===== config.mk =====
export PLATFORM = sky130hd
export DESIGN_NAME = agcm_ghash
export DESIGN_NICKNAME = d
export VERILOG_FILES = /design/src/rtl/agcm_pkg.sv /design/src/rtl/agcm_ghash.sv
export SDC_FILE = /design/constraint.sdc
export NUM_CORES = 2
export LEC_CHECK = 0
export BUFFER_PORTS_ARGS = -buffer_cell sky130_fd_sc_hd__buf_2
export CORE_UTILIZATION = 42
export CTS_BUF_LIST = sky130_fd_sc_hd__clkbuf_4
export DETAILED_ROUTE_END_ITERATION = 8
export MAX_ROUTING_LAYER = met4
export PLACE_DENSITY = 0.58
export SKIP_LAST_GASP = 1
export SYNTH_ARGS = -nofsm -noshare
export SYNTH_HDL_FRONTEND = slang
export SYNTH_SLANG_ARGS = --single-unit

===== constraint.sdc =====
create_clock -name aclk -period 14.6 [get_ports aclk]
set_input_delay 2.19 -clock aclk [delete_from_list [all_inputs] [get_ports aclk]]
set_output_delay 2.19 -clock aclk [all_outputs]
set_load 0.02 [all_outputs]

===== src/rtl/agcm_pkg.sv =====
// ----------------------------------------------------------------------------
// agcm_pkg
// shared types, constants and aes helper functions for the aes-256-gcm engine
// ----------------------------------------------------------------------------
package agcm_pkg;

    // round key store geometry
    localparam int NUM_ROWS   = 15;
    localparam int ROW_W      = 4;
    localparam logic [ROW_W-1:0] LAST_ROW = ROW_W'(NUM_ROWS - 1);

    // gcm and aes constants
    localparam logic [127:0] GF_POLY   = {8'he1, 120'd0};
    localparam logic [31:0]  RCON_INIT = 32'h0100_0000;
    localparam logic [7:0]   XT_POLY   = 8'h1b;

    // message length counter default width
    localparam int LENGTH_BITS_DEF = 40;

    // configuration register indexes
    localparam int CFG_IDX_W = 3;
    localparam logic [CFG_IDX_W-1:0] REG_KEY0   = 3'd0;
    localparam logic [CFG_IDX_W-1:0] REG_KEY1   = 3'd1;
    localparam logic [CFG_IDX_W-1:0] REG_KEY2   = 3'd2;
    localparam logic [CFG_IDX_W-1:0] REG_KEY3   = 3'd3;
    localparam logic [CFG_IDX_W-1:0] REG_NONCE0 = 3'd4;
    localparam logic [CFG_IDX_W-1:0] REG_NONCE1 = 3'd5;
    localparam logic [CFG_IDX_W-1:0] REG_MODE   = 3'd6;

    // full block byte count
    localparam logic [4:0] FULL_COUNT = 5'd16;

    // round key write bundle from the key schedule to the aes core
    typedef struct packed {
        logic             we;
        logic [ROW_W-1:0] row;
        logic [127:0]     data;
    } rk_wr_t;

    localparam logic [7:0] SBOX [256] = '{
        8'h63,8'h7c,8'h77,8'h7b,8'hf2,8'h6b,8'h6f,8'hc5,8'h30,8'h01,8'h67,8'h2b,8'hfe,8'hd7,8'hab,8'h76,
        8'hca,8'h82,8'hc9,8'h7d,8'hfa,8'h59,8'h47,8'hf0,8'had,8'hd4,8'ha2,8'haf,8'h9c,8'ha4,8'h72,8'hc0,
        8'hb7,8'hfd,8'h93,8'h26,8'h36,8'h3f,8'hf7,8'hcc,8'h34,8'ha5,8'he5,8'hf1,8'h71,8'hd8,8'h31,8'h15,
        8'h04,8'hc7,8'h23,8'hc3,8'h18,8'h96,8'h05,8'h9a,8'h07,8'h12,8'h80,8'he2,8'heb,8'h27,8'hb2,8'h75,
        8'h09,8'h83,8'h2c,8'h1a,8'h1b,8'h6e,8'h5a,8'ha0,8'h52,8'h3b,8'hd6,8'hb3,8'h29,8'he3,8'h2f,8'h84,
        8'h53,8'hd1,8'h00,8'hed,8'h20,8'hfc,8'hb1,8'h5b,8'h6a,8'hcb,8'hbe,8'h39,8'h4a,8'h4c,8'h58,8'hcf,
        8'hd0,8'hef,8'haa,8'hfb,8'h43,8'h4d,8'h33,8'h85,8'h45,8'hf9,8'h02,8'h7f,8'h50,8'h3c,8'h9f,8'ha8,
        8'h51,8'ha3,8'h40,8'h8f,8'h92,8'h9d,8'h38,8'hf5,8'hbc,8'hb6,8'hda,8'h21,8'h10,8'hff,8'hf3,8'hd2,
        8'hcd,8'h0c,8'h13,8'hec,8'h5f,8'h97,8'h44,8'h17,8'hc4,8'ha7,8'h7e,8'h3d,8'h64,8'h5d,8'h19,8'h73,
        8'h60,8'h81,8'h4f,8'hdc,8'h22,8'h2a,8'h90,8'h88,8'h46,8'hee,8'hb8,8'h14,8'hde,8'h5e,8'h0b,8'hdb,
        8'he0,8'h32,8'h3a,8'h0a,8'h49,8'h06,8'h24,8'h5c,8'hc2,8'hd3,8'hac,8'h62,8'h91,8'h95,8'he4,8'h79,
        8'he7,8'hc8,8'h37,8'h6d,8'h8d,8'hd5,8'h4e,8'ha9,8'h6c,8'h56,8'hf4,8'hea,8'h65,8'h7a,8'hae,8'h08,
        8'hba,8'h78,8'h25,8'h2e,8'h1c,8'ha6,8'hb4,8'hc6,8'he8,8'hdd,8'h74,8'h1f,8'h4b,8'hbd,8'h8b,8'h8a,
        8'h70,8'h3e,8'hb5,8'h66,8'h48,8'h03,8'hf6,8'h0e,8'h61,8'h35,8'h57,8'hb9,8'h86,8'hc1,8'h1d,8'h9e,
        8'he1,8'hf8,8'h98,8'h11,8'h69,8'hd9,8'h8e,8'h94,8'h9b,8'h1e,8'h87,8'he9,8'hce,8'h55,8'h28,8'hdf,
        8'h8c,8'ha1,8'h89,8'h0d,8'hbf,8'he6,8'h42,8'h68,8'h41,8'h99,8'h2d,8'h0f,8'hb0,8'h54,8'hbb,8'h16
    };

    // xtime in gf(2^8)
    function automatic logic [7:0] xt(input logic [7:0] x);
        return {x[6:0], 1'b0} ^ (x[7] ? XT_POLY : 8'h00);
    endfunction

    function automatic logic [31:0] sub_word(input logic [31:0] w);
        return {SBOX[w[31:24]], SBOX[w[23:16]], SBOX[w[15:8]], SBOX[w[7:0]]};
    endfunction

    // one aes round without the key addition; byte 0 sits in the top bits
    function automatic logic [127:0] aes_round(input logic [127:0] s, input logic lst);
        logic [7:0]   b [16];
        logic [7:0]   t [16];
        logic [7:0]   o [16];
        logic [127:0] r;
        logic [7:0]   a0, a1, a2, a3;
        for (int i = 0; i < 16; i++) begin
            b[i] = SBOX[s[127-8*i -: 8]];
        end
        for (int c = 0; c < 4; c++) begin
            for (int i = 0; i < 4; i++) begin
                t[i+4*c] = b[i + 4*((c+i)%4)];
            end
        end
        for (int c = 0; c < 4; c++) begin
            a0 = t[4*c];
            a1 = t[4*c+1];
            a2 = t[4*c+2];
            a3 = t[4*c+3];
            o[4*c]   = xt(a0) ^ xt(a1) ^ a1 ^ a2 ^ a3;
            o[4*c+1] = a0 ^ xt(a1) ^ xt(a2) ^ a2 ^ a3;
            o[4*c+2] = a0 ^ a1 ^ xt(a2) ^ xt(a3) ^ a3;
            o[4*c+3] = xt(a0) ^ a0 ^ a1 ^ a2 ^ xt(a3);
        end
        for (int i = 0; i < 16; i++) begin
            r[127-8*i -: 8] = lst ? t[i] : o[i];
        end
        return r;
    endfunction

endpackage


===== src/rtl/agcm_ghash.sv =====
// ----------------------------------------------------------------------------
// agcm_ghash
// ghash accumulator with a digit-serial gf(2^128) multiplier, 8 bits a cycle
// ----------------------------------------------------------------------------
module agcm_ghash (
    input  logic          aclk,
    input  logic          aresetn,
    input  logic          clear,
    input  logic          start,
    input  logic [127:0]  blk,
    input  logic [127:0]  hkey,
    output logic          busy,
    output logic [127:0]  acc
);

    logic          busy_reg, busy_next;
    logic [3:0]    cnt_reg, cnt_next;
    logic [127:0]  x_reg, x_next;
    logic [127:0]  z_reg, z_next;
    logic [127:0]  v_reg, v_next;
    logic [127:0]  acc_reg, acc_next;
    logic [127:0]  zs, vs;

    // eight multiplier bits per cycle, msb first
    always_comb begin
        zs = z_reg;
        vs = v_reg;
        for (int j = 0; j < 8; j++) begin
            if (x_reg[127-j]) begin
                zs = zs ^ vs;
            end
            vs = (vs >> 1) ^ (vs[0] ? agcm_pkg::GF_POLY : '0);
        end
    end

    always_comb begin
        busy_next = busy_reg;
        cnt_next  = cnt_reg;
        x_next    = x_reg;
        z_next    = z_reg;
        v_next    = v_reg;
        acc_next  = acc_reg;
        if (clear) begin
            acc_next = '0;
        end else if (start) begin
            busy_next = 1'b1;
            cnt_next  = '0;
            x_next    = acc_reg ^ blk;
            z_next    = '0;
            v_next    = hkey;
        end else if (busy_reg) begin
            z_next   = zs;
            v_next   = vs;
            x_next   = {x_reg[119:0], 8'd0};
            cnt_next = cnt_reg + 1'b1;
            if (cnt_reg == '1) begin
                busy_next = 1'b0;
                acc_next  = zs;
            end
        end
    end

    always_ff @(posedge aclk) begin
        if (!aresetn) begin
            busy_reg <= 1'b0;
            cnt_reg  <= '0;
            acc_reg  <= '0;
        end else begin
            busy_reg <= busy_next;
            cnt_reg  <= cnt_next;
            acc_reg  <= acc_next;
        end
        x_reg <= x_next;
        z_reg <= z_next;
        v_reg <= v_next;
    end

    assign busy = busy_reg;
    assign acc  = acc_reg;

endmodule


==> flow_summary.ini <==
[power_and_ir_drop]
p_sw_mw = 1.41
p_sw_frac = 0.301
peakVddDrop_uv = 78.4
leakage_nw = 16.1
combPwrFrac = 0.281
p_total_mw = 4.67
seqPwrFrac = 0.394
powerDensity_mw_per_mm2 = 116
p_int_mw = 3.26
pwr-share-clk = 0.324

[synth]
syn-num-nets = 4145
ys_ff_latch = 517
syn-instance-count = 3884
syn_avg_cell_area_um2 = 9.24
ys_types = 45
synth-edff-count = 384
async_flop_share = 0
ys_seq_area_frac = 0.395
yosysTopAreaCell = edfxtp_1
ys.flop_type = edfxtp_1
synth.area.top_cells = edfxtp_1 (32%), xnor2_1 (18%), nand2_1 (13%)
synth_top_cell_area_share = 0.321
synth_common_cells = nand2_1 (1247), xnor2_1 (727), edfxtp_1 (384)
yosysMostFrequentCell = nand2_1
yosysWarnings = 0
synth_area_mm2 = 0.0359

[placed_design]
port_buffers = 388
hpwl_mm = 66.2
dpl_cell_area_mm2 = 0.0381
gp_congestion = 0.846

[clock_network]
insertion_delay_ns = 1.06
cts-resized-gates = 0
cts.path.max_buffers = 3
cts_root_buf = clkbuf_4
htreeDepth = 4
numCtsBuffers = 157
cts_tree = done
clkTransAtPathRegs_ns = 0.06
hold_buffers = 0
cts.sinks = 517
post_cts_buffers = 0

[grt]
grt_pass1_wl_mm = 159
overflow = 0
grt_pass1_vias = 26200
grt_use_total = 0.248
grt_start_max_net_pins = 168
antenna_found_initial = 8

[critical_path]
critPathSlowestCell = buf_4
cp-start-kind = input pin
crit_fanout = 139
end_kind = register
critPathMaxStageDelay_ns = 0.82
crit_chain = buf_8 > nor2_1 > or2_2 > inv_8 > buf_12 > buf_4
worstPathArrival_ns = 5.27
required_ns = 15.23
crit_type = in2reg

[floorplanning]
die_area_mm2 = 0.0867
die_x_um = 294
num_rows = 106
core-area_mm2 = 0.0841
start_util = 0.427
dieHeight_um = 294
pin_count = 389

[layout]
fin_nets = 4374
stdcell_area_mm2 = 0.0403
seq_area_mm2 = 0.0142
nFillCells = 8202
layout-drive-gt1-share = 0.192
final_core_util = 0.479
multi_input_area_mm2 = 0.0203
area_delta_synth_final_pct = 12.1

[drt]
vias = 27100
first_pass_iters = 6
drt-total-wl_mm = 105
ant_nets = 0
viasPerCell = 5.03
drtIter0Drc = 1934
wire_per_inst_um = 19.4
drc = 0

[timing]
slew_violations = 0
setup_violations = 0
finalCriticalPeriod_ns = 4.65
skew_ns = 0.0842
hold_viol = 0
fin_crit_sh = 0.318
slew_headroom = 0.268
fin_tns_setup_ns = 0
max_slew.worst_pin.slew_ns = 1.10
rsz0062_at_grt = false
max_freq_ghz = 0.215

[outcome]
outcome = completed

[job]
maxCapViolCount = 0

[hold_path]
holdCritPathClass = reg2reg
==> critical path: cells and delay by family <==
family	cells	cell delay [ns]
simple gates	2	0.41
buf+inv	4	2.31
==> power groups by stage <==
stage | Sequential, mW | Clock (mW) | Combinational [mW]
2_1_floorplan | 1.81 | 0 | 1.10
6_report | 1.84 | 1.51 | 1.31
3_5_place_dp | 1.87 | 0 | 1.32
3_3_place_gp | 1.87 | 0 | 1.32
4_1_cts | 1.84 | 1.56 | 1.33
5_1_grt | 1.85 | 1.64 | 1.43
==> layout by cell type (no fill, tap or decap), types with 3 or more instances in the layout <==
master      count
and2_1          9
o21ai_0        14
xnor2_1       727
nand3_1         8
diode_2        12
clkinvlp_4      5
nor2b_1       123
buf_2         387
edfxtp_1      384
buf_12          3
xor3_1          4
o211ai_1        5
nor2_1        137
clkinv_2        3
xnor3_1       130
a211oi_1        6
inv_1           9
xor2_1        168
xnor2_2         5
a21oi_1       262
buf_4          24
clkbuf_4      241
bufinv_16       3
mux2_2        124
o221ai_1        9
dfxtp_1       133
clkinv_1       34
nand2_1      1247
or2_2           3
==> stage by stage <==
stage / setup WS (ns) / hold slack, ns / cells
global route: 9.76 / 0.510 / 5390
global placement: 8.85 / 0.472 / 5088
CTS: 9.99 / 0.486 / 5379
detailed placement: 8.86 / 0.478 / 5088
finish: 9.95 / 0.485 / 5391
floorplan: 3.27 / 0.521 / 3884
==> logic make-up after synthesis <==
logic type / Yosys count / share of synthesized area
XOR/XNOR: 1038 / 0.307
multiplexers: 124 / 0.0389
flip-flops: 517 / 0.395
AO/OA/AOI/OAI: 310 / 0.0461
AND/OR/NAND/NOR: 1539 / 0.171
adder cells (fa/ha/maj): 1 / 0.000348
buffers and inverters: 355 / 0.0408
==> layout make-up <==
type	count	share of cell area
inverter	10	0.00112
antenna	12	0.000746
clock inverter	50	0.00755
multi-input combinational	3012	0.503
clock buffer	241	0.0449
timing repair buffer	415	0.0545
sequential	517	0.353
tap	1134	0.0352
==> layer usage <==
metal	global-route usage	vias up	routed length, µm
met5	-	-	0
li1	-	13000	-
met4	0.0781	0	2490
met2	0.384	913	48700
met3	0.0451	155	7050
met1	0.328	13000	46400
==> path summary, 6_finish.rpt <==
| path | start | endpoint | slack (ns) | depth (start not counted) |
|---|---|---|---|---|
| max | start | z_reg[117] | 9.95 | 6 |
| min | acc[105] | acc[105] | 0.49 | 2 |
| min reg2reg | acc[105] | acc[105] | 0.49 | 2 |
| max reg2reg | x_reg[121] | z_reg[126] | 11.04 | 8 |
Note: power is estimated with default switching activity, not from simulation.
